--- config.mk ---
export PLATFORM = sky130hd
export DESIGN_NAME = multichannel_energy_meter_step
export DESIGN_NICKNAME = d
export VERILOG_FILES = /design/src/rtl/core/mcem_pkg.sv /design/src/rtl/core/multichannel_energy_meter_step.sv /design/src/rtl/core/mcem_ctrl.sv /design/src/rtl/core/mcem_dpath.sv
export SDC_FILE = /design/constraint.sdc
export NUM_CORES = 2
export LEC_CHECK = 0
export BUFFER_PORTS_ARGS = -buffer_cell sky130_fd_sc_hd__buf_2
export CORE_MARGIN = 4
export CORE_UTILIZATION = 63
export DETAILED_ROUTE_END_ITERATION = 7
export PLACE_DENSITY = 0.79
export SYNTH_ARGS = -nofsm -noshare
export SYNTH_HDL_FRONTEND = slang
export SYNTH_SLANG_ARGS = --single-unit
--- constraint.sdc ---
create_clock -name aclk -period 12.59 [get_ports aclk]
set_input_delay 0.6295 -clock aclk [delete_from_list [all_inputs] [get_ports aclk]]
set_output_delay 0.6295 -clock aclk [all_outputs]
set_load 0.005 [all_outputs]
--- src/rtl/core/mcem_pkg.sv ---
package mcem_pkg;

    localparam int CHANNELS   = 8;
    localparam int CH_IDX_W   = (CHANNELS > 1) ? $clog2(CHANNELS) : 1;

    // Field widths of the stream words.
    localparam int CH_W       = 3;
    localparam int V_W        = 16;
    localparam int I_W        = 16;
    localparam int P_W        = 21;
    localparam int MAG_W      = P_W - 1;
    localparam int T_W        = 32;
    localparam int PF_W       = 17;
    localparam int E_W        = 56;
    localparam int PH_W       = 8;
    localparam int THR_W      = 32;

    localparam int APP_W      = V_W + I_W;
    localparam int MILLI_W    = 10;
    localparam int M1K_W      = MAG_W + MILLI_W;
    localparam int ADD_W      = T_W + MAG_W;

    localparam int DIV_STEPS  = 16;
    localparam int DIV_CNT_W  = $clog2(DIV_STEPS);

    localparam int S_FIELDS_W = CH_W + V_W + I_W + P_W + T_W;
    localparam int S_TDATA_W  = ((S_FIELDS_W + 7) / 8) * 8;
    localparam int M_FIELDS_W = CH_W + PF_W + E_W + 1;
    localparam int M_TDATA_W  = ((M_FIELDS_W + 7) / 8) * 8;

    localparam int CFG_IDX_W  = 2;
    localparam int CFG_DATA_W = 32;

    localparam logic [CFG_IDX_W-1:0] REG_APP_THRESHOLD = 2'd0;
    localparam logic [CFG_IDX_W-1:0] REG_PUBLISH_EVERY = 2'd1;

    localparam logic [THR_W-1:0]   THRESHOLD_RESET = 32'd1000;
    localparam logic [PH_W-1:0]    PUBLISH_RESET   = 8'd5;
    localparam logic [MILLI_W-1:0] MILLI           = 10'd1000;
    localparam logic [PF_W-1:0]    PF_ONE          = 17'h10000;
    localparam logic [E_W-1:0]     ENERGY_MAX      = {E_W{1'b1}};

    typedef struct packed {
        logic load_in;
        logic mul;
        logic update;
        logic div_step;
        logic load_out;
    } mcem_cmd_t;

    typedef struct packed {
        logic div_done;
    } mcem_stat_t;

endpackage

--- src/rtl/core/multichannel_energy_meter_step.sv ---
// Channel   | Ports                                  | Word
// ----------+----------------------------------------+--------------------------------
// input     | s_tvalid, s_tready, s_tdata[87:0]      | one measurement
// result    | m_tvalid, m_tready, m_tdata[79:0]      | power factor, energy, publish
// config    | cfg_wr_en, cfg_index[1:0], cfg_wdata   | 0: apparent_threshold, 1: publish_every
//
// A word passes through capture, multiply, state update, 16 steps of the restoring power
// factor divider and output load; the next word is accepted only after that output load.
// A finished result waits in the output register while the next word is accepted;
// that word's output load then stalls until the register has been taken.
// Reset (synchronous, active low) clears all channel state and loads the register defaults.
module multichannel_energy_meter_step (
    input  logic                                aclk,
    input  logic                                aresetn,
    input  logic                                s_tvalid,
    output logic                                s_tready,
    // channel[2:0], voltage_cv[18:3], current_ma[34:19], power_cw[55:35], now_ms[87:56]
    input  logic [mcem_pkg::S_TDATA_W-1:0]      s_tdata,
    output logic                                m_tvalid,
    input  logic                                m_tready,
    // out_channel[2:0], power_factor_q16[19:3], energy_cw_ms[75:20], publish[76], zeros above
    output logic [mcem_pkg::M_TDATA_W-1:0]      m_tdata,
    input  logic                                cfg_wr_en,
    input  logic [mcem_pkg::CFG_IDX_W-1:0]      cfg_index,
    input  logic [mcem_pkg::CFG_DATA_W-1:0]     cfg_wdata
);

    mcem_pkg::mcem_cmd_t  cmd;
    mcem_pkg::mcem_stat_t stat;

    mcem_ctrl u_ctrl (
        .aclk     (aclk),
        .aresetn  (aresetn),
        .s_tvalid (s_tvalid),
        .s_tready (s_tready),
        .m_tvalid (m_tvalid),
        .m_tready (m_tready),
        .cmd      (cmd),
        .stat     (stat)
    );

    mcem_dpath u_dpath (
        .aclk      (aclk),
        .aresetn   (aresetn),
        .cmd       (cmd),
        .stat      (stat),
        .s_tdata   (s_tdata),
        .m_tdata   (m_tdata),
        .cfg_wr_en (cfg_wr_en),
        .cfg_index (cfg_index),
        .cfg_wdata (cfg_wdata)
    );

endmodule

--- src/rtl/core/mcem_ctrl.sv ---
module mcem_ctrl (
    input  logic                  aclk,
    input  logic                  aresetn,
    input  logic                  s_tvalid,
    output logic                  s_tready,
    output logic                  m_tvalid,
    input  logic                  m_tready,
    output mcem_pkg::mcem_cmd_t   cmd,
    input  mcem_pkg::mcem_stat_t  stat
);

    typedef enum logic [4:0] {
        ST_IDLE = 5'b00001,
        ST_MUL  = 5'b00010,
        ST_UPD  = 5'b00100,
        ST_DIV  = 5'b01000,
        ST_OUT  = 5'b10000
    } state_t;

    state_t state_reg, state_next;
    logic   m_tvalid_reg, m_tvalid_next;

    always_comb begin
        state_next    = state_reg;
        cmd           = '0;
        m_tvalid_next = m_tvalid_reg && !m_tready;
        case (state_reg)
            ST_IDLE: begin
                if (s_tvalid) begin
                    cmd.load_in = 1'b1;
                    state_next  = ST_MUL;
                end
            end
            ST_MUL: begin
                cmd.mul    = 1'b1;
                state_next = ST_UPD;
            end
            ST_UPD: begin
                cmd.update = 1'b1;
                state_next = ST_DIV;
            end
            ST_DIV: begin
                cmd.div_step = 1'b1;
                if (stat.div_done) begin
                    state_next = ST_OUT;
                end
            end
            ST_OUT: begin
                // The previous word may still sit in the output register.
                if (!m_tvalid_reg || m_tready) begin
                    cmd.load_out  = 1'b1;
                    m_tvalid_next = 1'b1;
                    state_next    = ST_IDLE;
                end
            end
            default: begin
                state_next = ST_IDLE;
            end
        endcase
    end

    always_ff @(posedge aclk) begin
        if (!aresetn) begin
            state_reg    <= ST_IDLE;
            m_tvalid_reg <= 1'b0;
        end else begin
            state_reg    <= state_next;
            m_tvalid_reg <= m_tvalid_next;
        end
    end

    assign s_tready = (state_reg == ST_IDLE);
    assign m_tvalid = m_tvalid_reg;

    a_accept_starts: assert property (@(posedge aclk) disable iff (!aresetn)
        s_tvalid && s_tready |=> state_reg == ST_MUL)
        else $error("accepted word did not start the multiply step");

    a_div_ends: assert property (@(posedge aclk) disable iff (!aresetn)
        state_reg == ST_DIV && stat.div_done |=> state_reg == ST_OUT)
        else $error("divider finished but no output step followed");

    a_load_free: assert property (@(posedge aclk) disable iff (!aresetn)
        cmd.load_out |-> !m_tvalid_reg || m_tready)
        else $error("output register overwritten while a word was pending");

endmodule

--- src/rtl/core/mcem_dpath.sv ---
module mcem_dpath (
    input  logic                                  aclk,
    input  logic                                  aresetn,
    input  mcem_pkg::mcem_cmd_t                   cmd,
    output mcem_pkg::mcem_stat_t                  stat,
    input  logic [mcem_pkg::S_TDATA_W-1:0]        s_tdata,
    output logic [mcem_pkg::M_TDATA_W-1:0]        m_tdata,
    input  logic                                  cfg_wr_en,
    input  logic [mcem_pkg::CFG_IDX_W-1:0]        cfg_index,
    input  logic [mcem_pkg::CFG_DATA_W-1:0]       cfg_wdata
);

    localparam int CH  = mcem_pkg::CHANNELS;
    localparam int IXW = mcem_pkg::CH_IDX_W;

    // Configuration and per-channel state.
    logic [mcem_pkg::THR_W-1:0] thr_reg;
    logic [mcem_pkg::PH_W-1:0]  pub_every_reg;
    logic [mcem_pkg::E_W-1:0]   energy_reg    [CH];
    logic [mcem_pkg::T_W-1:0]   last_time_reg [CH];
    logic [mcem_pkg::PH_W-1:0]  phase_reg     [CH];

    // Captured sample.
    logic [mcem_pkg::CH_W-1:0]  ch_reg;
    logic [mcem_pkg::V_W-1:0]   v_reg;
    logic [mcem_pkg::I_W-1:0]   i_reg;
    logic [mcem_pkg::P_W-1:0]   p_reg;
    logic [mcem_pkg::T_W-1:0]   now_reg;
    logic [mcem_pkg::T_W-1:0]   dt_reg;
    logic                       first_reg;

    // Products.
    logic [mcem_pkg::APP_W-1:0] app_reg;
    logic [mcem_pkg::M1K_W-1:0] m1k_reg;
    logic [mcem_pkg::ADD_W-1:0] add_reg;

    // Divider and results.
    logic [mcem_pkg::APP_W-1:0]     rem_reg;
    logic [mcem_pkg::DIV_STEPS-1:0] quo_reg;
    logic [mcem_pkg::DIV_CNT_W-1:0] cnt_reg;
    logic                           pf_zero_reg;
    logic                           pf_sat_reg;
    logic [mcem_pkg::E_W-1:0]       e_res_reg;
    logic                           pub_res_reg;

    logic [mcem_pkg::CH_W-1:0]  m_ch_reg;
    logic [mcem_pkg::PF_W-1:0]  m_pf_reg;
    logic [mcem_pkg::E_W-1:0]   m_energy_reg;
    logic                       m_pub_reg;

    // Input unpacking.
    logic [mcem_pkg::CH_W-1:0]  s_ch;
    logic [mcem_pkg::V_W-1:0]   s_v;
    logic [mcem_pkg::I_W-1:0]   s_i;
    logic [mcem_pkg::P_W-1:0]   s_p;
    logic [mcem_pkg::T_W-1:0]   s_now;
    logic [IXW-1:0]             s_idx;

    assign {s_now, s_p, s_i, s_v, s_ch} = s_tdata[mcem_pkg::S_FIELDS_W-1:0];
    assign s_idx = IXW'(s_ch);

    logic [mcem_pkg::MAG_W-1:0] mag;
    logic                       neg;
    logic [IXW-1:0]             idx;
    logic                       ch_ok;

    assign mag   = p_reg[mcem_pkg::MAG_W-1:0];
    assign neg   = p_reg[mcem_pkg::P_W-1];
    assign idx   = IXW'(ch_reg);
    assign ch_ok = int'(ch_reg) < CH;

    // Energy and publish update.
    logic [mcem_pkg::E_W:0]     e_sum;
    logic [mcem_pkg::E_W-1:0]   e_next;
    logic [mcem_pkg::PH_W:0]    ph_inc;
    logic [mcem_pkg::PH_W:0]    ph_mod;
    logic                       pub_next;
    logic [mcem_pkg::PH_W-1:0]  ph_next;

    always_comb begin
        e_sum  = {1'b0, energy_reg[idx]} + (mcem_pkg::E_W + 1)'(add_reg);
        e_next = energy_reg[idx];
        if (!first_reg && dt_reg != '0 && !neg && mag != '0) begin
            e_next = e_sum[mcem_pkg::E_W] ? mcem_pkg::ENERGY_MAX : e_sum[mcem_pkg::E_W-1:0];
        end
        ph_inc   = {1'b0, phase_reg[idx]} + 1'b1;
        ph_mod   = (pub_every_reg == '0) ? (mcem_pkg::PH_W + 1)'(1)
                                         : {1'b0, pub_every_reg};
        pub_next = ph_inc >= ph_mod;
        ph_next  = pub_next ? '0 : ph_inc[mcem_pkg::PH_W-1:0];
    end

    // One restoring step: shift, compare, subtract.
    logic [mcem_pkg::APP_W:0]   rem_sh;
    logic                       rem_ge;
    logic [mcem_pkg::APP_W:0]   rem_diff;

    always_comb begin
        rem_sh   = {rem_reg, 1'b0};
        rem_ge   = rem_sh >= {1'b0, app_reg};
        rem_diff = rem_sh - {1'b0, app_reg};
    end

    logic [mcem_pkg::PF_W-1:0] pf_final;

    always_comb begin
        if (pf_zero_reg) begin
            pf_final = '0;
        end else if (pf_sat_reg) begin
            pf_final = mcem_pkg::PF_ONE;
        end else begin
            pf_final = mcem_pkg::PF_W'(quo_reg);
        end
    end

    assign stat.div_done = (cnt_reg == mcem_pkg::DIV_CNT_W'(mcem_pkg::DIV_STEPS - 1));

    always_ff @(posedge aclk) begin
        if (!aresetn) begin
            thr_reg       <= mcem_pkg::THRESHOLD_RESET;
            pub_every_reg <= mcem_pkg::PUBLISH_RESET;
            for (int k = 0; k < CH; k++) begin
                energy_reg[k]    <= '0;
                last_time_reg[k] <= '0;
                phase_reg[k]     <= '0;
            end
        end else begin
            if (cfg_wr_en) begin
                case (cfg_index)
                    mcem_pkg::REG_APP_THRESHOLD: thr_reg <= cfg_wdata;
                    mcem_pkg::REG_PUBLISH_EVERY: pub_every_reg <= cfg_wdata[mcem_pkg::PH_W-1:0];
                    default: ;
                endcase
            end
            if (cmd.update && ch_ok) begin
                energy_reg[idx]    <= e_next;
                last_time_reg[idx] <= now_reg;
                phase_reg[idx]     <= ph_next;
            end
        end
    end

    always_ff @(posedge aclk) begin
        if (cmd.load_in) begin
            ch_reg    <= s_ch;
            v_reg     <= s_v;
            i_reg     <= s_i;
            p_reg     <= s_p;
            now_reg   <= s_now;
            dt_reg    <= s_now - last_time_reg[s_idx];
            first_reg <= (last_time_reg[s_idx] == '0);
        end
        if (cmd.mul) begin
            app_reg <= v_reg * i_reg;
            m1k_reg <= mag * mcem_pkg::MILLI;
            add_reg <= dt_reg * mag;
        end
        if (cmd.update) begin
            pf_zero_reg <= (app_reg <= thr_reg) || neg || (mag == '0);
            // A quotient of one or more clamps, so only the fraction is divided.
            pf_sat_reg  <= mcem_pkg::APP_W'(m1k_reg) >= app_reg;
            rem_reg     <= mcem_pkg::APP_W'(m1k_reg);
            quo_reg     <= '0;
            cnt_reg     <= '0;
            e_res_reg   <= ch_ok ? e_next : '0;
            pub_res_reg <= ch_ok && pub_next;
        end
        if (cmd.div_step) begin
            rem_reg <= rem_ge ? rem_diff[mcem_pkg::APP_W-1:0] : rem_sh[mcem_pkg::APP_W-1:0];
            quo_reg <= {quo_reg[mcem_pkg::DIV_STEPS-2:0], rem_ge};
            cnt_reg <= cnt_reg + 1'b1;
        end
        if (cmd.load_out) begin
            m_ch_reg     <= ch_reg;
            m_pf_reg     <= pf_final;
            m_energy_reg <= e_res_reg;
            m_pub_reg    <= pub_res_reg;
        end
    end

    assign m_tdata = mcem_pkg::M_TDATA_W'({m_pub_reg, m_energy_reg, m_pf_reg, m_ch_reg});

    a_pf_range: assert property (@(posedge aclk) disable iff (!aresetn)
        cmd.load_out |=> m_pf_reg <= mcem_pkg::PF_ONE)
        else $error("power factor above one reached the output");

    a_rem_bound: assert property (@(posedge aclk) disable iff (!aresetn)
        cmd.div_step && !pf_sat_reg |-> rem_reg < app_reg)
        else $error("divider remainder not below the divisor");

endmodule

[Word-level counts from Yosys, hierarchy flattened]
Memories as Yosys holds them, arrays and structs flattened. A register that Yosys moved wholly into a read port is not among the register bits.
Index checks and enable logic that the tools add are counted.
Operators by class
  add/sub/neg operators: 5
  multiply operators: 3
  $lt $le $gt $ge: 4
  equal/unequal tests: 10
  multiplexer cells: 40
  reduce and logical (&&, ||, !) cells: 25
Operator list (count)
  $mux 56: 3
  $mux 32: 4
  $sub 32x32->32: 2
  $add 56x52->57: 1
  $reduce_or 56->1: 1
  $mul 32x20->52: 1
  $ge 33x32->1: 1
  $ge 30x32->1: 1
  $le 32x32->1: 1
  $logic_not 32->1: 1
  $mul 16x16->32: 1
  $mux 16: 2
  $reduce_bool 32->1: 1
  $reduce_or 32->1: 1
  $mul 20x7->27 const B: 1
  $pmux 5 s5: 1
  $mux 8: 3
  $logic_not 20->1: 1
  $reduce_bool 20->1: 1
  $mux 17: 1
  $mux 1: 16
  $mux 3: 5
  $mux 5: 3
  $add 8x1->9 const B: 1
  22 further kinds: 33
Word-level totals
  register bits: 466
  memory bits (writable): 768
  bits of input ports: 127
  logic and storage cells: 116
  memories kept: 3
Memory list
  u_dpath.energy_reg: depth 8, bits a word 56, read ports 1, clocked after Yosys merged registers in 1, write ports 8, line mcem_dpath.sv:19  | logic [mcem_pkg::E_W-1:0] energy_reg [CH];
  u_dpath.last_time_reg: depth 8, bits a word 32, read ports 1, clocked after Yosys merged registers in 0, write ports 8, line mcem_dpath.sv:20  | logic [mcem_pkg::T_W-1:0] last_time_reg [CH];
  u_dpath.phase_reg: depth 8, bits a word 8, read ports 1, clocked after Yosys merged registers in 1, write ports 8, line mcem_dpath.sv:21  | logic [mcem_pkg::PH_W-1:0] phase_reg [CH];

[Depth between registers and ports, before layout]
  word-level depth: 7
  mapped depth: 28
  depth with buffers taken out: 26

[By module]
From an unflattened synthesis, not the netlist that was laid out.
Unflattened totals
  cell total of the unflattened synthesis: 7803
  area total of the unflattened synthesis: 89564.6 µm²
Modules (own cells, without submodules)
  mcem_dpath: instances 1, cells an instance 7763, area each 89195.5 µm²
  mcem_ctrl: instances 1, cells an instance 40, area each 369.1 µm²

[Worst setup path before layout]
Ideal clock, no wire load.
  path kind: reg2reg
  start: register u_dpath.p_reg[11] in the netlist's numbering
  end: register u_dpath.add_reg[46] in the netlist's numbering (data pin)
  setup time: 0.260 ns
  data arrival time: 6.838 ns
  slack: 5.492 ns
  stages on the path, launching flop included: 27
  buffers on the path: 2
  cell sequence: edfxtp_1 clkbuf_1 nand2_1 fa_1 inv_1 fa_1 inv_1 fa_1 inv_1 fa_1 fa_1 fa_1 inv_1 fa_1 inv_1 ha_1 clkbuf_1 nand3_1 o211ai_1 a221oi_1 o211ai_1 o211ai_1 o211ai_1 a32oi_1 nor2_1 a41o_1 xor2_1
On the way
  word-level cells in the longest chain between the ends: 1
Ends and longest elaborated chain
  start, declared: line mcem_dpath.sv:27  | logic [mcem_pkg::P_W-1:0] p_reg;
  start signal, assigned: line mcem_dpath.sv:148  | p_reg <= s_p;
  $mul 32x20->52: line mcem_dpath.sv:156  | add_reg <= dt_reg * mag;
  end signal, assigned: line mcem_dpath.sv:156
  end, declared: line mcem_dpath.sv:35  | logic [mcem_pkg::ADD_W-1:0] add_reg;
No other way between the ends.
A chain may end at the register's enable or synchronous reset.

[Worst setup path after layout]
  start: register u_dpath.p_reg[2] in the netlist's numbering
  end: register u_dpath.add_reg[51] in the netlist's numbering (data pin)
The elaborated chain is that of the path after synthesis.

==> out/qor.txt <==
Via count: 60500
Overall routing resource usage: 0.319
PortBufs: 205
Most frequent cell after synthesis: edfxtp_1
Max reg flops: 448
Die H: 385 microns
Post-CTS Hold Buffers: 43
Run status: finished clean
Reg clk slew, reported paths: 0.06 ns
CP Launch Type: flop
CTS tree: done
DRC errors left: 0
Final number of setup-violating endpoints: 0
Seq cells post-synth: 1237
Final worst slack: 4.69 ns
Syn_area_per_cell: 11.5 sq um
Largest net degree at the start of global routing: 65
Avg WL per Cell: 23.4 microns
Unique masters post-synth: 97
Clock sink total: 1237
DR iter-0 viols: 6375
CTS Buf Count: 134
Max Cap Violations: 0
ANT nets after route: 0
Slew @ Worst Pin: 1.25 ns
Crit path required time: 13.10 ns
Setup crit end kind: flop
Core area: 0.142 sq mm
Final nets: 9354
Place WS: 4.78 ns
CTS max path bufs: 3
Crit Path Category: flop to flop
Synth Instances: 7810
Synthesis-to-finish area growth: 8.50%
Row cnt: 138
First-pass GRT wire length: 361000 microns
Buffer count from post-CTS setup fixing: 0
Synth warn: 0
I/O Pins: 209
Crit path time final: 7.90 ns
Worst slew margin: 0.164
Cell taking the most area after synthesis: edfxtp_1
Worst hold path class: input pin to flop
WP data arrival: 8.41 ns
CP Max Fanout: 23
RSZ-0062 raised after global routing: false
Post-CTS sizing: 0
Asr flop ratio synth: 0
Post-synth EDFFs: 1188
Commonest cells post-synth: 1188 x edfxtp_1, 1064 x inv_1, 803 x fa_1
Vias in the first global route: 63200
Post-DP HPWL: 157000 microns
Share of cells above drive strength 1: 0.105
Total grt overflow: 0
H-tree Lvls: 4
Dominant synthesized flop cell: edfxtp_1
Clk_skew: 0.0714 ns
Drt first pass iters: 6
Synth area leaders: edfxtp_1 40%, fa_1 18%, ha_1 7.3%
GP Congestion: 0.972
Die area: 0.148 sq mm
Slew Limit Fails: 0
Vias per cell: 6.11
Sequential fraction of the synthesis area: 0.409
Total wire length: 232000 microns
Top cell type's share of synthesized area: 0.398
Skew-Pair Late Insertion Delay: 0.82 ns
Max Freq: 127 MHz
Hold Fails Final Rpt: 0
Die W: 385 microns
Final TNS setup: 0 ns
Number of antenna violations at the first check in global routing: 4
Fin crit share: 0.628
Root Buffer: clkbuf_16
Initial Utilization: 0.634
Post-Synthesis Cell Area: 0.0897 sq mm
## area by class of cell
| class | count | area (sq um) |
|---|---|---|
| Antenna cell | 4 | 10.0 |
| Multi-Input combinational cell | 5133 | 47700 |
| Timing Repair Buffer | 333 | 2100 |
| Inverter | 1064 | 4000 |
| Sequential cell | 1237 | 36700 |
| Tap cell | 1890 | 2360 |
| Clock inverter | 82 | 1020 |
| Fill cell | 9968 | 44300 |
| Clock buffer | 160 | 3470 |
## placed cells by master (no fill, tap or decap), drive strengths merged, types with 57 or more instances in the layout
| master | instances |
|---|---|
| a21o | 117 |
| a21oi | 229 |
| and2 | 699 |
| buf | 290 |
| clkbuf | 160 |
| clkinv | 57 |
| edfxtp | 1188 |
| fa | 803 |
| ha | 521 |
| inv | 1074 |
| mux2i | 84 |
| mux4 | 192 |
| nand2 | 768 |
| nand3 | 62 |
| nor2 | 656 |
| nor3 | 60 |
| o21ai | 155 |
| xnor2 | 139 |
| xor2 | 61 |
## layer usage
layer  track usage  vias to the layer above  share of wire  wire length [microns]
met5             0                        -       0.000056                     13
met4         0.135                        2          0.045                  10500
met3        0.0670                      610           0.10                  24300
met2         0.511                     3380           0.47                 110000
met1         0.426                    30200           0.38                  87300
li1              -                    26300              -                      -
## path summary, 6_finish.rpt
check                   startpoint                       end  slack, ns  cells past startpoint
max               u_dpath.p_reg[2]       u_dpath.add_reg[51]       4.69                     26
min                    s_tdata[87]       u_dpath.now_reg[31]       0.07                      1
max reg2reg       u_dpath.p_reg[2]       u_dpath.add_reg[51]       4.69                     26
min reg2reg  u_dpath.e_res_reg[53]  u_dpath.m_energy_reg[53]       0.42                      0
## stage by stage
step / utilization / hold slack (ns) / std cells / area, sq um
floorplan: - / 0.400 / 7812 / 89700
global placement: 0.653 / 0.402 / 9614 / 92400
detailed placement: 0.653 / 0.405 / 9614 / 92400
CTS: 0.687 / 0.00242 / 9899 / 97300
global route: 0.687 / 0.0278 / 9900 / 97300
finish: 0.687 / 0.0684 / 9903 / 97300
## kinds of logic (layout without fill, tap and decap cells)
logic type | count (synthesis) | count (layout) | share of synthesized area
other cells | 1 | 7 | 0.0000418
simple gates | 2473 | 2473 | 0.132
xor+xnor | 200 | 200 | 0.0195
flops | 1237 | 1237 | 0.409
compound gates | 813 | 813 | 0.0634
fa+ha+maj | 1324 | 1324 | 0.252
buf+inv | 1442 | 1639 | 0.0615
mux | 320 | 320 | 0.0631
## worst max-delay path: stages (launching register included)
cell       delay [ns]
edfxtp_1         0.74
buf_4            0.40
and2_1           0.21
fa_1             0.42
fa_1             0.51
inv_1            0.05
fa_1             0.47
inv_1            0.05
fa_1             0.51
inv_1            0.06
fa_1             0.52
inv_1            0.05
fa_1             0.47
inv_1            0.05
fa_1             0.47
inv_1            0.04
ha_1             0.33
a21oi_1          0.17
o211ai_1         0.14
a2111oi_0        0.28
a21oi_1          0.23
a21oi_1          0.27
a41oi_1          0.21
a21oi_1          0.34
o21ai_0          0.24
a41oi_1          0.29
xnor2_1          0.10
Power is left out: the tool's default activity adds up to more than one toggle a clock period on the data nets, which glitch-free logic cannot reach.
